[config.mk]
export PLATFORM = sky130hd
export DESIGN_NAME = valve_motor_travel_controller_top
export DESIGN_NICKNAME = d
export VERILOG_FILES = /design/src/rtl/vmtc_pkg.sv /design/src/rtl/vmtc_cfg.sv /design/src/rtl/vmtc_core.sv /design/src/rtl/valve_motor_travel_controller_top.sv
export SDC_FILE = /design/constraint.sdc
export NUM_CORES = 1
export LEC_CHECK = 0
export CORE_ASPECT_RATIO = 0.8
export CORE_MARGIN = 8
export CORE_UTILIZATION = 46
export CTS_BUF_LIST = sky130_fd_sc_hd__clkbuf_4
export CTS_CLUSTER_DIAMETER = 50
export DETAILED_ROUTE_END_ITERATION = 12
export DONT_BUFFER_PORTS = 1
export HOLD_SLACK_MARGIN = 0.1
export PLACE_DENSITY = 0.62
export SYNTH_ARGS = -nofsm -noshare
export SYNTH_HDL_FRONTEND = slang
export SYNTH_SLANG_ARGS = --single-unit
[constraint.sdc]
create_clock -name clk -period 7.6 [get_ports clk]
set_input_delay 1.52 -clock clk [delete_from_list [all_inputs] [get_ports clk]]
set_output_delay 1.52 -clock clk [all_outputs]
set_load 0.02 [all_outputs]
[src/rtl/vmtc_pkg.sv]
// vmtc_pkg: shared constants, codes and types for the valve motor travel controller
// no dependencies; used by every module of the block by scoped names

package vmtc_pkg;

	// field and state widths
	localparam int SENSE_BITS    = 10;
	localparam int TICK_BITS     = 32;
	localparam int POS_BITS      = 8;
	localparam int PHASE_BITS    = 4;
	localparam int STATUS_BITS   = 2;
	localparam int OP_BITS       = 2;
	localparam int DLY_BITS      = 16;
	localparam int TMO_BITS      = 24;
	localparam int CFG_IDX_BITS  = 2;
	localparam int CFG_DATA_BITS = 24;
	localparam int PROD_BITS     = TICK_BITS + POS_BITS;

	localparam logic [TICK_BITS-1:0] TICK_MAX = '1;
	localparam logic [POS_BITS-1:0]  POS_OPEN = '1;
	localparam logic [POS_BITS-1:0]  POS_CLOSED = '0;

	// input opcodes
	localparam logic [OP_BITS-1:0] OP_TICK  = 2'd0;
	localparam logic [OP_BITS-1:0] OP_GOTO  = 2'd1;
	localparam logic [OP_BITS-1:0] OP_CLOSE = 2'd2;
	localparam logic [OP_BITS-1:0] OP_ADAPT = 2'd3;

	// controller phases
	localparam logic [PHASE_BITS-1:0] PH_IDLE      = 4'd0;
	localparam logic [PHASE_BITS-1:0] PH_START     = 4'd1;
	localparam logic [PHASE_BITS-1:0] PH_RUN       = 4'd2;
	localparam logic [PHASE_BITS-1:0] PH_AD_DLY1   = 4'd3;
	localparam logic [PHASE_BITS-1:0] PH_AD_CLOSE1 = 4'd4;
	localparam logic [PHASE_BITS-1:0] PH_AD_DLY2   = 4'd5;
	localparam logic [PHASE_BITS-1:0] PH_AD_OPEN   = 4'd6;
	localparam logic [PHASE_BITS-1:0] PH_AD_DLY3   = 4'd7;
	localparam logic [PHASE_BITS-1:0] PH_AD_CLOSE2 = 4'd8;

	// command status codes
	localparam logic [STATUS_BITS-1:0] ST_OK     = 2'd0;
	localparam logic [STATUS_BITS-1:0] ST_BUSY   = 2'd1;
	localparam logic [STATUS_BITS-1:0] ST_NOMOVE = 2'd2;

	// motor direction
	localparam logic DIR_CLOSE = 1'b0;
	localparam logic DIR_OPEN  = 1'b1;

	// configuration register indexes and reset values
	localparam logic [CFG_IDX_BITS-1:0] CFG_STALL_THR  = 2'd0;
	localparam logic [CFG_IDX_BITS-1:0] CFG_START_DLY  = 2'd1;
	localparam logic [CFG_IDX_BITS-1:0] CFG_ADAPT_TMO  = 2'd2;

	localparam logic [SENSE_BITS-1:0] RST_STALL_THR = SENSE_BITS'(70);
	localparam logic [DLY_BITS-1:0]   RST_START_DLY = DLY_BITS'(100);
	localparam logic [TMO_BITS-1:0]   RST_ADAPT_TMO = TMO_BITS'(50000);

	typedef struct packed {
		logic [SENSE_BITS-1:0] stall_threshold;
		logic [DLY_BITS-1:0]   start_delay;
		logic [TMO_BITS-1:0]   adapt_timeout;
	} vmtc_cfg_t;

	typedef struct packed {
		logic                   drive_a;
		logic                   drive_b;
		logic [POS_BITS-1:0]    position;
		logic [PHASE_BITS-1:0]  ctrl_code;
		logic [STATUS_BITS-1:0] cmd_status;
		logic [TICK_BITS-1:0]   open_travel;
		logic [TICK_BITS-1:0]   close_travel;
	} vmtc_res_t;

endpackage

[src/rtl/vmtc_cfg.sv]
// vmtc_cfg: configuration registers of the valve motor travel controller
// depends on vmtc_pkg

module vmtc_cfg (
	input  logic                                   clk,
	input  logic                                   arst_n,
	input  logic                                   wr_en,
	input  logic [vmtc_pkg::CFG_IDX_BITS-1:0]      wr_index,
	input  logic [vmtc_pkg::CFG_DATA_BITS-1:0]     wr_data,
	output vmtc_pkg::vmtc_cfg_t                    cfg
);

	vmtc_pkg::vmtc_cfg_t cfg_q;

	// register write decode; writes beyond the list are dropped
	always_ff @(posedge clk or negedge arst_n) begin
		if (!arst_n) begin
			cfg_q.stall_threshold <= vmtc_pkg::RST_STALL_THR;
			cfg_q.start_delay     <= vmtc_pkg::RST_START_DLY;
			cfg_q.adapt_timeout   <= vmtc_pkg::RST_ADAPT_TMO;
		end else if (wr_en) begin
			unique case (wr_index)
				vmtc_pkg::CFG_STALL_THR: begin
					cfg_q.stall_threshold <= wr_data[vmtc_pkg::SENSE_BITS-1:0];
				end
				vmtc_pkg::CFG_START_DLY: begin
					cfg_q.start_delay <= wr_data[vmtc_pkg::DLY_BITS-1:0];
				end
				vmtc_pkg::CFG_ADAPT_TMO: begin
					cfg_q.adapt_timeout <= wr_data[vmtc_pkg::TMO_BITS-1:0];
				end
				default: begin
					cfg_q <= cfg_q;
				end
			endcase
		end
	end

	assign cfg = cfg_q;

endmodule

[src/rtl/vmtc_core.sv]
// vmtc_core: controller state and the single-pass update for one item
// depends on vmtc_pkg; fed by the input stage and vmtc_cfg of the top level

module vmtc_core (
	input  logic                                 clk,
	input  logic                                 arst_n,
	input  logic                                 fire,
	input  logic [vmtc_pkg::OP_BITS-1:0]         opcode,
	input  logic [vmtc_pkg::POS_BITS-1:0]        target_position,
	input  logic [vmtc_pkg::SENSE_BITS-1:0]      current_sample,
	input  vmtc_pkg::vmtc_cfg_t                  cfg,
	output vmtc_pkg::vmtc_res_t                  res
);

	logic [vmtc_pkg::PHASE_BITS-1:0] phase_q, n_phase;
	logic [vmtc_pkg::POS_BITS-1:0]   pos_q, n_pos;
	logic                            dir_q, n_dir;
	logic [vmtc_pkg::POS_BITS-1:0]   goal_q, n_goal;
	logic [vmtc_pkg::TICK_BITS-1:0]  elapsed_q, n_elapsed;
	logic [vmtc_pkg::TICK_BITS-1:0]  run_len_q, n_run_len;
	logic [vmtc_pkg::TICK_BITS-1:0]  open_cal_q, n_open_cal;
	logic [vmtc_pkg::TICK_BITS-1:0]  close_cal_q, n_close_cal;
	logic [vmtc_pkg::STATUS_BITS-1:0] status;

	logic [vmtc_pkg::TICK_BITS-1:0]  elapsed_inc;
	logic [vmtc_pkg::TICK_BITS-1:0]  dly_ext;
	logic [vmtc_pkg::TICK_BITS-1:0]  tmo_ext;
	logic                            stall;
	logic                            delay_done;
	logic                            timed_out;
	logic                            goto_closing;
	logic [vmtc_pkg::POS_BITS-1:0]   goto_dist;
	logic [vmtc_pkg::TICK_BITS-1:0]  goto_cal;
	logic [vmtc_pkg::PROD_BITS-1:0]  goto_prod;
	logic [vmtc_pkg::TICK_BITS-1:0]  goto_len;
	logic [vmtc_pkg::TICK_BITS-1:0]  close_len;
	logic                            active;

	// saturating tick count and the compares a tick needs
	assign elapsed_inc = (elapsed_q == vmtc_pkg::TICK_MAX) ? elapsed_q
		: elapsed_q + vmtc_pkg::TICK_BITS'(1);
	assign dly_ext    = vmtc_pkg::TICK_BITS'(cfg.start_delay);
	assign tmo_ext    = vmtc_pkg::TICK_BITS'(cfg.adapt_timeout);
	assign stall      = current_sample > cfg.stall_threshold;
	assign delay_done = elapsed_inc > dly_ext;
	assign timed_out  = elapsed_inc > run_len_q;

	// goto run length: distance scaled by the calibrated travel, divided by 256
	assign goto_closing = target_position < pos_q;
	assign goto_dist    = goto_closing ? (pos_q - target_position) : (target_position - pos_q);
	assign goto_cal     = goto_closing ? close_cal_q : open_cal_q;
	assign goto_prod    = vmtc_pkg::PROD_BITS'(goto_dist) * vmtc_pkg::PROD_BITS'(goto_cal);
	assign goto_len     = goto_prod[vmtc_pkg::PROD_BITS-1:vmtc_pkg::POS_BITS];

	// close runs twice the closing travel, saturated
	assign close_len = close_cal_q[vmtc_pkg::TICK_BITS-1] ? vmtc_pkg::TICK_MAX
		: {close_cal_q[vmtc_pkg::TICK_BITS-2:0], 1'b0};

	// next state for the item in the input stage
	always_comb begin
		n_phase     = phase_q;
		n_pos       = pos_q;
		n_dir       = dir_q;
		n_goal      = goal_q;
		n_elapsed   = elapsed_q;
		n_run_len   = run_len_q;
		n_open_cal  = open_cal_q;
		n_close_cal = close_cal_q;
		status      = vmtc_pkg::ST_OK;
		case (opcode)
			vmtc_pkg::OP_TICK: begin
				n_elapsed = elapsed_inc;
				unique case (phase_q)
					vmtc_pkg::PH_IDLE: begin
						n_phase = phase_q;
					end
					vmtc_pkg::PH_START: begin
						if (delay_done) n_phase = vmtc_pkg::PH_RUN;
					end
					vmtc_pkg::PH_RUN: begin
						// a timeout on the same tick overrides the end stop
						if (timed_out) begin
							n_phase = vmtc_pkg::PH_IDLE;
							n_pos   = goal_q;
						end else if (stall) begin
							n_phase = vmtc_pkg::PH_IDLE;
							n_pos   = dir_q ? vmtc_pkg::POS_OPEN : vmtc_pkg::POS_CLOSED;
						end
					end
					vmtc_pkg::PH_AD_DLY1: begin
						if (delay_done) n_phase = vmtc_pkg::PH_AD_CLOSE1;
					end
					vmtc_pkg::PH_AD_CLOSE1: begin
						if (stall) begin
							n_dir     = vmtc_pkg::DIR_OPEN;
							n_elapsed = '0;
							n_run_len = tmo_ext;
							n_phase   = vmtc_pkg::PH_AD_DLY2;
						end else if (timed_out) begin
							n_phase     = vmtc_pkg::PH_IDLE;
							n_open_cal  = '0;
							n_close_cal = '0;
						end
					end
					vmtc_pkg::PH_AD_DLY2: begin
						if (delay_done) n_phase = vmtc_pkg::PH_AD_OPEN;
					end
					vmtc_pkg::PH_AD_OPEN: begin
						if (stall) begin
							n_open_cal = elapsed_inc;
							n_dir      = vmtc_pkg::DIR_CLOSE;
							n_elapsed  = '0;
							n_run_len  = tmo_ext;
							n_phase    = vmtc_pkg::PH_AD_DLY3;
						end else if (timed_out) begin
							n_phase     = vmtc_pkg::PH_IDLE;
							n_open_cal  = '0;
							n_close_cal = '0;
						end
					end
					vmtc_pkg::PH_AD_DLY3: begin
						if (delay_done) n_phase = vmtc_pkg::PH_AD_CLOSE2;
					end
					vmtc_pkg::PH_AD_CLOSE2: begin
						// final closing travel has no timeout
						if (stall) begin
							n_close_cal = elapsed_inc;
							n_phase     = vmtc_pkg::PH_IDLE;
							n_pos       = vmtc_pkg::POS_CLOSED;
						end
					end
					default: begin
						n_phase = vmtc_pkg::PH_IDLE;
					end
				endcase
			end
			vmtc_pkg::OP_GOTO: begin
				if (phase_q != vmtc_pkg::PH_IDLE) begin
					status = vmtc_pkg::ST_BUSY;
				end else if (target_position == pos_q) begin
					status = vmtc_pkg::ST_NOMOVE;
				end else begin
					n_dir     = goto_closing ? vmtc_pkg::DIR_CLOSE : vmtc_pkg::DIR_OPEN;
					n_elapsed = '0;
					n_run_len = goto_len;
					n_phase   = vmtc_pkg::PH_START;
					n_goal    = target_position;
				end
			end
			vmtc_pkg::OP_CLOSE: begin
				if (phase_q != vmtc_pkg::PH_IDLE) begin
					status = vmtc_pkg::ST_BUSY;
				end else begin
					n_dir     = vmtc_pkg::DIR_CLOSE;
					n_elapsed = '0;
					n_run_len = close_len;
					n_phase   = vmtc_pkg::PH_START;
					n_goal    = vmtc_pkg::POS_CLOSED;
				end
			end
			default: begin
				// calibration start
				if (phase_q != vmtc_pkg::PH_IDLE) begin
					status = vmtc_pkg::ST_BUSY;
				end else begin
					n_dir     = vmtc_pkg::DIR_CLOSE;
					n_elapsed = '0;
					n_run_len = tmo_ext;
					n_phase   = vmtc_pkg::PH_AD_DLY1;
				end
			end
		endcase
	end

	// state registers, updated once per item
	always_ff @(posedge clk or negedge arst_n) begin
		if (!arst_n) begin
			phase_q     <= vmtc_pkg::PH_IDLE;
			pos_q       <= vmtc_pkg::POS_CLOSED;
			dir_q       <= vmtc_pkg::DIR_CLOSE;
			goal_q      <= '0;
			elapsed_q   <= '0;
			run_len_q   <= '0;
			open_cal_q  <= '0;
			close_cal_q <= '0;
		end else if (fire) begin
			phase_q     <= n_phase;
			pos_q       <= n_pos;
			dir_q       <= n_dir;
			goal_q      <= n_goal;
			elapsed_q   <= n_elapsed;
			run_len_q   <= n_run_len;
			open_cal_q  <= n_open_cal;
			close_cal_q <= n_close_cal;
		end
	end

	// result fields as seen after this item
	assign active           = n_phase != vmtc_pkg::PH_IDLE;
	assign res.drive_a      = active && (n_dir == vmtc_pkg::DIR_CLOSE);
	assign res.drive_b      = active && (n_dir == vmtc_pkg::DIR_OPEN);
	assign res.position     = n_pos;
	assign res.ctrl_code    = n_phase;
	assign res.cmd_status   = status;
	assign res.open_travel  = n_open_cal;
	assign res.close_travel = n_close_cal;

endmodule

[src/rtl/valve_motor_travel_controller_top.sv]
// valve_motor_travel_controller_top: input stage, result stage and handshakes
// depends on vmtc_pkg, vmtc_cfg and vmtc_core
//
// Usage:
//   Input channel (in_valid / in_stall) carries one item: an opcode (tick,
//   goto, close, calibrate), a target position and a current sample. Each
//   item produces exactly one result on the output channel (out_valid /
//   out_stall): bridge drive legs, position, controller phase, command
//   status and both calibrated travels.
//   Configuration is written through wr_en / wr_index / wr_data, by the user only
//   while the block is idle (not enforced); writes beyond the register list are ignored.
// Timing:
//   An item is registered in the input stage at its transfer; once the result
//   stage can take it, it is updated against the controller state and its result
//   is registered in the result stage, where out_valid rises. One item per cycle is
//   sustained while out_stall stays low; the state update for an item is registered
//   before the next item uses it.
// Reset and stalls:
//   arst_n clears both stages, the controller state and the configuration
//   registers to their defaults. While out_stall holds a waiting result,
//   the input stage still fills once; in_stall rises when both are full.

module valve_motor_travel_controller_top (
	input  logic                                 clk,
	input  logic                                 arst_n,
	input  logic                                 in_valid,
	output logic                                 in_stall,
	input  logic [vmtc_pkg::OP_BITS-1:0]         opcode,
	input  logic [vmtc_pkg::POS_BITS-1:0]        target_position,
	input  logic [vmtc_pkg::SENSE_BITS-1:0]      current_sample,
	output logic                                 out_valid,
	input  logic                                 out_stall,
	output logic                                 drive_a,
	output logic                                 drive_b,
	output logic [vmtc_pkg::POS_BITS-1:0]        position,
	output logic [vmtc_pkg::PHASE_BITS-1:0]      ctrl_code,
	output logic [vmtc_pkg::STATUS_BITS-1:0]     cmd_status,
	output logic [vmtc_pkg::TICK_BITS-1:0]       open_travel,
	output logic [vmtc_pkg::TICK_BITS-1:0]       close_travel,
	input  logic                                 wr_en,
	input  logic [vmtc_pkg::CFG_IDX_BITS-1:0]    wr_index,
	input  logic [vmtc_pkg::CFG_DATA_BITS-1:0]   wr_data
);

	logic                               valid_s1;
	logic [vmtc_pkg::OP_BITS-1:0]       opcode_s1;
	logic [vmtc_pkg::POS_BITS-1:0]      target_s1;
	logic [vmtc_pkg::SENSE_BITS-1:0]    sample_s1;
	logic                               valid_s2;
	vmtc_pkg::vmtc_res_t                res_s2;
	vmtc_pkg::vmtc_res_t                res;
	vmtc_pkg::vmtc_cfg_t                cfg;
	logic                               advance;
	logic                               in_xfer;

	// stage 1 moves on when the result stage is empty or its transfer happens
	assign advance  = valid_s1 && (!valid_s2 || !out_stall);
	assign in_stall = valid_s1 && !advance;
	assign in_xfer  = in_valid && !in_stall;

	// input stage
	always_ff @(posedge clk or negedge arst_n) begin
		if (!arst_n) begin
			valid_s1 <= 1'b0;
		end else if (in_xfer) begin
			valid_s1 <= 1'b1;
		end else if (advance) begin
			valid_s1 <= 1'b0;
		end
	end

	always_ff @(posedge clk) begin
		if (in_xfer) begin
			opcode_s1 <= opcode;
			target_s1 <= target_position;
			sample_s1 <= current_sample;
		end
	end

	vmtc_cfg u_cfg (
		.clk      (clk),
		.arst_n   (arst_n),
		.wr_en    (wr_en),
		.wr_index (wr_index),
		.wr_data  (wr_data),
		.cfg      (cfg)
	);

	vmtc_core u_core (
		.clk             (clk),
		.arst_n          (arst_n),
		.fire            (advance),
		.opcode          (opcode_s1),
		.target_position (target_s1),
		.current_sample  (sample_s1),
		.cfg             (cfg),
		.res             (res)
	);

	// result stage
	always_ff @(posedge clk or negedge arst_n) begin
		if (!arst_n) begin
			valid_s2 <= 1'b0;
		end else if (advance) begin
			valid_s2 <= 1'b1;
		end else if (!out_stall) begin
			valid_s2 <= 1'b0;
		end
	end

	always_ff @(posedge clk) begin
		if (advance) begin
			res_s2 <= res;
		end
	end

	assign out_valid    = valid_s2;
	assign drive_a      = res_s2.drive_a;
	assign drive_b      = res_s2.drive_b;
	assign position     = res_s2.position;
	assign ctrl_code    = res_s2.ctrl_code;
	assign cmd_status   = res_s2.cmd_status;
	assign open_travel  = res_s2.open_travel;
	assign close_travel = res_s2.close_travel;

endmodule

Yosys cells after proc, flatten, opt, wreduce, memory -nomap -nowiden
Index checks and enable logic that the tools add are counted.

Add/subtract/negate cells: 3. Multipliers: 1. Order comparisons: 4. Equality and inequality tests: 21. Mux-type cells: 68. Bitwise logic cells: 1. Reduce and logical (&&, ||, !) cells: 24.

Operators by type and width (number): $mux 32 (22); $pmux 32 s2 (3); $pmux 32 s3 (1); $mux 8 (9); $mux 4 (13); $mul 8x32->40 (1); $pmux 4 s9 (1); $add 32x1->32 const B (1); $eq 32x32->1 const B (1); $gt 32x16->1 (1); $gt 32x32->1 (1); $pmux 8 s2 (2); $eq 4x3->1 const B (4); $sub 8x8->8 (2); $pmux 4 s3 (1); $mux 1 (11); $gt 10x10->1 (1); $ne 2x2->1 const B (5); $eq 4x2->1 const B (2); $eq 8x8->1 (1); $lt 8x8->1 (1); $reduce_bool 4->1 (2); $reduce_and 7->1 (1); $reduce_and 2->1 (3); 18 further kinds (32).

Bits in registers: 301. Input port bits: 51. Logic and storage cells: 145.

Logic depth before layout (Yosys ltp)
Gate-level depths: netlist of the first run.

Word-level depth: 9. Depth in mapped cells: 32. Depth with buffers taken out: 31.

Cells and area by module
A second synthesis of the first run with hierarchy kept.

Cell total of the unflattened synthesis: 2395. Area, all modules: 23387.4 um^2.

Modules (own cells, without submodules): vmtc_core (times used 1, cells each 2180, area an instance 18252.5 um^2); valve_motor_travel_controller_top (times used 1, cells each 108, area an instance 3095.5 um^2); vmtc_cfg (times used 1, cells each 107, area an instance 2039.5 um^2).

Least setup slack after synthesis of the first run
Ideal clock, no wire load.

Path kind: reg-to-reg. Start point: register target_s1[0] in the netlist's numbering. End point: register u_core.run_len_q[21] in the netlist's numbering. Data arrival time: 7.630 ns. Data required time: 7.505 ns. Path slack: -0.126 ns. Stages on the path, launching flop included: 29. Path through: edfxtp_1 -> inv_1 -> ha_1 -> inv_1 -> fa_1 -> nand3_1 -> a21oi_1 -> nor2_1 -> clkbuf_1 -> clkbuf_1 -> mux2i_1 -> nor2_1 -> fa_1 -> fa_1 -> fa_1 -> inv_1 -> fa_1 -> inv_1 -> ha_1 -> a21oi_1 -> o21ai_0 -> nor4bb_1 -> nand3_1 -> a31oi_1 -> o221ai_1 -> a21o_1 -> a21oi_1 -> xor2_1 -> o31ai_1.

Longest elaborated chain between the ends: 6. Elaborated cells on any way between the ends: 12. Those cells by class: add/sub (2); mul (1); order compare (1); eq/ne (2); mux (5); reduce/logical (1).

RTL lines: from (decl) (line valve_motor_travel_controller_top.sv:47) `logic [vmtc_pkg::POS_BITS-1:0] target_s1;`; from (signal assigned) (line valve_motor_travel_controller_top.sv:75) `target_s1 <= target_position;`; $sub 8x8->8 / $lt 8x8->1 (equally long branches) (line vmtc_core.sv:50, vmtc_core.sv:49); $mux 8 / $mux 32 (equally long branches) (line vmtc_core.sv:50, vmtc_core.sv:51); $mul 8x32->40 (line vmtc_core.sv:52) `assign goto_prod = vmtc_pkg::PROD_BITS'(goto_dist) * vmtc_pkg::PROD_BITS'(goto_cal);`; $mux 32 (line vmtc_core.sv:140) `end else if (target_position == pos_q) begin`; $mux 32 (line vmtc_core.sv:138) `if (phase_q != vmtc_pkg::PH_IDLE) begin`; $pmux 32 s3 (line vmtc_core.sv:70) `case (opcode)`; to (signal assigned) (line vmtc_core.sv:192) `run_len_q <= n_run_len;`; to (decl) (line vmtc_core.sv:20) `logic [vmtc_pkg::TICK_BITS-1:0] run_len_q, n_run_len;`.

Several ways; a longest one is shown, not always the timed one. The select of a mux whose other input is x is not followed. A chain may end at the register's enable or synchronous reset.

Worst setup path after layout of the first run
Start point: register target_s1[0] in the netlist's numbering. End point: register u_core.run_len_q[16] in the netlist's numbering.

Same word-level chain as after synthesis.

==> reports/qor.csv, run 1 <==
metric,value,unit
regToRegEndpoint,u_core.run_len_q[16]$_DFFE_PN0P_,
final_antenna_net_count,0,
yosysSeqAreaShare,0.351,
yosysMostFrequentCell,inv_1,
synthTopCellsByArea,"dfrtp_1, fa_1, edfxtp_1",
path_max_fanout,13,
syn_area_per_cell,9.82,um^2
drc,0,
coreArea,49500,um^2
fp-row-count,73,
crit_start,target_s1[0]$_DFFE_PP_,
cp.required,8280,ps
p_leak,12.2,nW
synth-async-reset-ratio,0.668,
cts_root_buf,clkbuf_4,
synth_cell_types,82,
critPathCaptureType,register,
cts.sinks,301,
die-area,57300,um^2
power.density,266,nW/um^2
cpPeakStageDelay,570,ps
dp_hpwl,48.9,mm
path_class,reg -> reg,
arrival,8140,ps
totalWireLength,66.5,mm
syn_to_final_growth,11.7,%
drt-initial-drc-count,1370,
cts_buffers,82,
max_cap_viol_count,0,
yosys.area.top_type_share,0.206,
min_period,7460,ps
tritoncts,yes,
slew_violations,0,
drt_first_pass_iters,5,
io_buffers,0,
final_area,25600,um^2
synth_commonest_cells,"inv_1, nor2_1, dfrtp_1",
grt_pass1_wl,104,mm
grt_antenna_before_repair,6,
layout_setup_ws,145,ps
vias,18000,
gp_congestion,0.888,
timing.final.crit_share,0.981,
setup_violations,0,
syn-cell-area,23000,um^2
clock-skew-final,77.8,ps
cts_hold_buffers,0,
layout.nets,2795,
grt_pass1_vias,18600,
slew_headroom,0.262,
synth_edf_count,100,
grt_usage,0.229,
grt_max_degree,202,
synthFlopType,dfrtp_1,
setup_tns,0,ps
pin_count,133,
h-tree-depth,3,
drive_gt1_frac,0.179,
cts_buffer_depth,3,
cp_common_cell,fa_1,
r2r_cells,33,
path_clk_slew,70,ps
dp_slack,-359,ps
tightestPinTransition,1110,ps
initial_core_util,0.464,
yosysWarnings,0,
die_x,266,um
vias_per_cell,5.67,
die_y,216,um
regToRegSetupSlack,140,ps
gr-total-overflow,0,
slowest_stage,fa_1,
synth_top_area_cell,dfrtp_1,
syn-num-nets,2707,
crit_path_start_kind,register,
fmax,0.134,GHz
wire_per_inst,21.0,um
insertion_delay,840,ps
fin_cells,3173,
synth_cells,2338,
synth-seq-cells,301,
placed_cells,3003,
critPathCapture,u_core.run_len_q[16]$_DFFE_PN0P_,
dpl-instance-area,24200,um^2
ir_drop,213,uV
timing.rr.start,target_s1[0]$_DFFE_PP_,
hp-class,in -> async,
hold_viol,0,
status,"finished, final reports clean",
==> logic make-up after synthesis <==
family / synth area share
xor gates and xnor gates: 0.0221
muxes: 0.0645
AOI/OAI and AO/OA: 0.129
buffers and inverters: 0.0679
DFF: 0.351
and+or+nand+nor: 0.134
adders and majority gates: 0.233
==> timing repair <==
item / CTS / global route
resized for setup: 11 / 56
buffers inserted: 5 / 8
endpoints found under the hold margin: 0 / 0
endpoints found under the setup margin: 16 / 28
gates cloned: 0 / 1
pin swaps: 4 / 22
==> stage by stage <==
step / total power, mW / util / hold slack, ps
3_5_place_dp: 5.17 / 0.488 / 470
5_1_grt: 7.30 / 0.518 / 345
3_3_place_gp: 5.11 / 0.488 / 463
2_1_floorplan: 4.15 / - / 449
6_report: 6.81 / 0.518 / 442
4_1_cts: 6.76 / 0.511 / 314
==> worst min path at each step <==
| stage | from | endpoint | slack (ps) | cells past startpoint |
|---|---|---|---|---|
| global route | arst_n | u_core.pos_q[1]$_DFFE_PN0P_ | 340 | 0 |
| global placement | u_core.run_len_q[1]$_DFFE_PN0P_ | u_core.run_len_q[1]$_DFFE_PN0P_ | 460 | 2 |
| floorplan | u_core.run_len_q[16]$_DFFE_PN0P_ | u_core.run_len_q[16]$_DFFE_PN0P_ | 450 | 2 |
| detailed placement | u_core.run_len_q[12]$_DFFE_PN0P_ | u_core.run_len_q[12]$_DFFE_PN0P_ | 470 | 2 |
| finish | arst_n | u_core.pos_q[7]$_DFFE_PN0P_ | 440 | 0 |
| CTS | arst_n | u_core.pos_q[1]$_DFFE_PN0P_ | 310 | 0 |
==> routing by layer <==
| metal | up-vias | track usage | wire, um |
|---|---|---|---|
| met4 | 6 | 0.0872 | 2530 |
| li1 | 8131 | - | - |
| met5 | - | 0 | 48 |
| met2 | 708 | 0.365 | 30600 |
| met1 | 8970 | 0.299 | 28200 |
| met3 | 165 | 0.0588 | 5100 |
==> cell type report <==
class,instances,area (um^2)
clock inverters,28,124
well taps,675,845
inverters,307,1160
repair buffers,105,865
fillers,4598,23900
multi-input cells,1629,13700
flip-flops and latches,301,8050
clock buffers,122,916
diodes,6,15.0
==> state kept, by name, indices dropped and copies added (netlist names), 2 cells and up <==
register            cells
u_core.phase_q          4
u_cfg.cfg              50
ctrl_code               4
sample_s1              10
opcode_s1               2
u_core.goal_q           8
open_travel            32
close_travel           32
position                8
u_core.run_len_q       32
u_core.pos_q            8
u_core.open_cal_q      32
u_core.close_cal_q     32
u_core.elapsed_q       32
target_s1               8
cmd_status              2
==> where the power goes <==
group	internal (mW)	leakage, nW	switching, mW	total [mW]
sequential	1.95	3.58	0.218	2.17
clock	0.739	0.614	0.732	1.47
combinational	1.25	8.03	1.93	3.18
==> critical path: cells and delay by family, from the launching register on <==
kind / cells / cell delay [ps]
AO/OA/AOI/OAI: 11 / 2140
buffers and inverters: 7 / 760
XOR/XNOR: 2 / 380
AND/OR/NAND/NOR: 6 / 840
flip-flops: 1 / 360
adder cells (fa/ha/maj): 7 / 2820
==> cells in the final DEF (no fill, tap or decap), types with 7 or more instances in the layout <==
| cell type | instances |
|---|---|
| a21oi_2 | 7 |
| o2bb2ai_1 | 8 |
| clkinv_1 | 20 |
| nand2b_1 | 29 |
| mux2i_2 | 8 |
| dfrtp_1 | 187 |
| a31oi_1 | 11 |
| nand2_1 | 162 |
| ha_1 | 131 |
| clkbuf_4 | 123 |
| nand4_1 | 20 |
| and3_1 | 9 |
| xnor2_1 | 29 |
| nor2_1 | 269 |
| a22oi_1 | 9 |
| dfstp_2 | 12 |
| a21oi_1 | 75 |
| o21a_1 | 9 |
| mux2_2 | 88 |
| o21ai_0 | 149 |
| a21o_1 | 34 |
| o31ai_1 | 14 |
| mux2i_1 | 37 |
| o21ai_1 | 10 |
| inv_1 | 304 |
| buf_4 | 95 |
| or2_2 | 32 |
| fa_1 | 179 |
| a211oi_1 | 7 |
| nand3_1 | 34 |
| edfxtp_1 | 100 |
| xor2_1 | 22 |
| nor2b_1 | 16 |
| or3_1 | 8 |
| a22o_1 | 54 |
| nor3_1 | 26 |
| o211ai_1 | 7 |
(Power assumes the default switching activity.)
==> run 2, diff against run 1 <==
--- a/config.mk
+++ b/config.mk
@@ -8,7 +8,6 @@
 export CORE_ASPECT_RATIO = 0.8
 export CORE_MARGIN = 8
 export CORE_UTILIZATION = 46
-export CTS_BUF_LIST = sky130_fd_sc_hd__clkbuf_4
 export CTS_CLUSTER_DIAMETER = 50
 export DETAILED_ROUTE_END_ITERATION = 12
 export DONT_BUFFER_PORTS = 1
==> reports/qor.csv, run 2 (synthesis results as in run 1) <==
metric,value,unit,change
status,"finished, final reports clean",,unchanged
tightestPinTransition,1130,ps,was 1110 ps
cts_hold_buffers,0,,unchanged
vias_per_cell,5.72,,was 5.67
slowest_stage,fa_1,,unchanged
largest_reg_flops,50,,unchanged
max_cap_viol_count,0,,unchanged
wl_met1,28.3,mm,was 28.2 mm
cts.sinks,301,,unchanged
r2r_cells,31,,was 33
path_clk_slew,60,ps,was 70 ps
drt_first_pass_iters,5,,unchanged
grt_max_degree,202,,unchanged
drt-initial-drc-count,1510,,"was 1,370"
critPathCaptureType,register,,unchanged
arrival,7820,ps,was 8140 ps
whs_path_depth,2,,
setup_tns,0,ps,unchanged
path_max_fanout,19,,was 13
min_period,7370,ps,was 7460 ps
grt_pass1_vias,18100,,"was 18,600"
p_leak,12.3,nW,was 12.2 nW
crit_path_start_kind,register,,unchanged
hp-class,reg -> reg,,was in -> async
crit_family,adder cells,,unchanged
grt_antenna_before_repair,4,,was 6
gp_congestion,0.888,,unchanged
cp.required,8050,ps,was 8280 ps
fp-row-count,73,,unchanged
initial_core_util,0.464,,unchanged
met3_length,5.02,mm,was 5.10 mm
pin_count,133,,unchanged
layout_setup_ws,233,ps,was 145 ps
power.density,275,nW/um^2,was 266 nW/um^2
io_buffers,0,,unchanged
die_y,216,um,unchanged
die_x,266,um,unchanged
layout_commonest_cell,inv_1,,unchanged
path_class,reg -> reg,,unchanged
h-tree-depth,2,,was 3
totalWireLength,66.1,mm,was 66.5 mm
drc,0,,unchanged
wire_per_inst,21.3,um,was 21.0 um
clock-skew-final,29.6,ps,was 77.8 ps
regToRegEndpoint,u_core.run_len_q[30]$_DFFE_PN0P_,,was u_core.run_len_q[16]$_DFFE_PN0P_
insertion_delay,550,ps,was 840 ps
hold_viol,0,,unchanged
layout.nets,2761,,"was 2,795"
setup_violations,0,,unchanged
slew_violations,0,,unchanged
vias,17700,,"was 18,000"
fmax,0.136,GHz,was 0.134 GHz
die-area,57300,um^2,unchanged
cp_common_cell,fa_1,,unchanged
timing.final.crit_share,0.969,,was 0.981
ir_drop,216,uV,was 213 uV
grt_pass1_wl,103,mm,was 104 mm
holdCritStartpoint,u_core.run_len_q[12]$_DFFE_PN0P_,,
coreArea,49500,um^2,unchanged
dp_hpwl,48.9,mm,unchanged
slew_headroom,0.248,,was 0.262
cts_buffer_depth,3,,unchanged
cpPeakStageDelay,570,ps,about the same
final_antenna_net_count,0,,unchanged
regToRegSetupSlack,230,ps,was 140 ps
gr-total-overflow,0,,unchanged
cts_root_buf,clkbuf_16,,was clkbuf_4
grt_usage,0.225,,was 0.229
timing.rr.start,target_s1[0]$_DFFE_PP_,,unchanged
top_layer,met5,,unchanged
final_cell_mix,"inv_1, nor2_1, dfrtp_1",,unchanged
wl_met2,30.8,mm,was 30.6 mm
syn_to_final_growth,12.6,%,was 11.7%
holdPathEnd,u_core.run_len_q[12]$_DFFE_PN0P_,,
drive_gt1_frac,0.157,,was 0.179
dp_slack,-359,ps,unchanged
tritoncts,yes,,unchanged
critPathBufInv,6,,was 7
cts_buffers,37,,was 82
## run 2: changes by cell type in the layout (fill, tap and decap cells not counted), moves of 5 or more
cell / before / now
buf_4: 95 / 102
buf_6: 3 / 8
clkbuf_1: 0 / 8
clkbuf_16: 0 / 38
clkbuf_4: 123 / 0
clkinv_1: 20 / 6
diode_2: 6 / 1
## run 2: worst reg2reg max path, delay by kind of cell (launching register included)
kind | cells | cell delay (ps)
mux | 1 | 380
compound gates | 13 | 2160
buf+inv | 6 | 630
fa+ha+maj | 7 | 2960
xor+xnor | 1 | 310
simple gates | 3 | 440
flops | 1 | 400
## run 2: cell type report
| type | instances | area (um^2) |
|---|---|---|
| Clock inverter | 19 | 168 |
| Fill cell | 4485 | 23700 |
| Clock buffer | 48 | 997 |
| Sequential cell | 301 | 8050 |
| Timing Repair Buffer | 116 | 973 |
| Antenna cell | 1 | 2.50 |
| Tap cell | 675 | 845 |
| Inverter | 307 | 1160 |
| Multi-Input combinational cell | 1629 | 13600 |
## run 2: worst max path at each step
stage | startpoint | endpoint | slack [ps] | depth (start not counted)
2_1_floorplan | target_s1[0]$_DFFE_PP_ | u_core.run_len_q[21]$_DFFE_PN0P_ | 40 | 28
3_3_place_gp | target_s1[0]$_DFFE_PP_ | u_core.run_len_q[31]$_DFFE_PN0P_ | -180 | 28
6_report | target_s1[0]$_DFFE_PP_ | u_core.run_len_q[30]$_DFFE_PN0P_ | 230 | 31
4_1_cts | target_s1[0]$_DFFE_PP_ | u_core.run_len_q[30]$_DFFE_PN0P_ | 20 | 28
5_1_grt | target_s1[0]$_DFFE_PP_ | u_core.run_len_q[30]$_DFFE_PN0P_ | -100 | 31
3_5_place_dp | target_s1[0]$_DFFE_PP_ | u_core.run_len_q[30]$_DFFE_PN0P_ | -360 | 31
## run 2: what timing repair did
action | in CTS | in global routing
buffers inserted | 3 | 19
hold endpoints to repair | 0 | 0
gates cloned | 0 | 3
resized for setup | 8 | 61
setup endpoints to repair | 13 | 27
pin swaps | 1 | 25
## run 2: per-layer routing
metal | global-route usage | vias up
met5 | 0 | -
met4 | 0.0678 | 4
met3 | 0.0433 | 121
met2 | 0.367 | 663
met1 | 0.303 | 8907
li1 | - | 8016
## run 2: where the power goes
group	leakage, nW	switching [mW]	total (mW)	internal [mW]
combinational	8.11	1.95	3.23	1.28
clock	0.566	0.733	1.71	0.979
sequential	3.59	0.216	2.16	1.95
total	12.3	2.90	7.11	4.20
## run 2: through the flow
| step | total power, mW | hold WS (ps) | cells | area [um^2] | util |
|---|---|---|---|---|---|
| after floorplan | 4.15 | 449 | 2338 | 23000 | - |
| after global placement | 5.11 | 463 | 3003 | 24200 | 0.488 |
| final | 7.11 | 482 | 3096 | 25800 | 0.522 |
| after detailed placement | 5.17 | 470 | 3003 | 24200 | 0.488 |
| after global routing | 7.55 | 496 | 3095 | 25800 | 0.522 |
| after CTS | 6.96 | 483 | 3073 | 25400 | 0.513 |
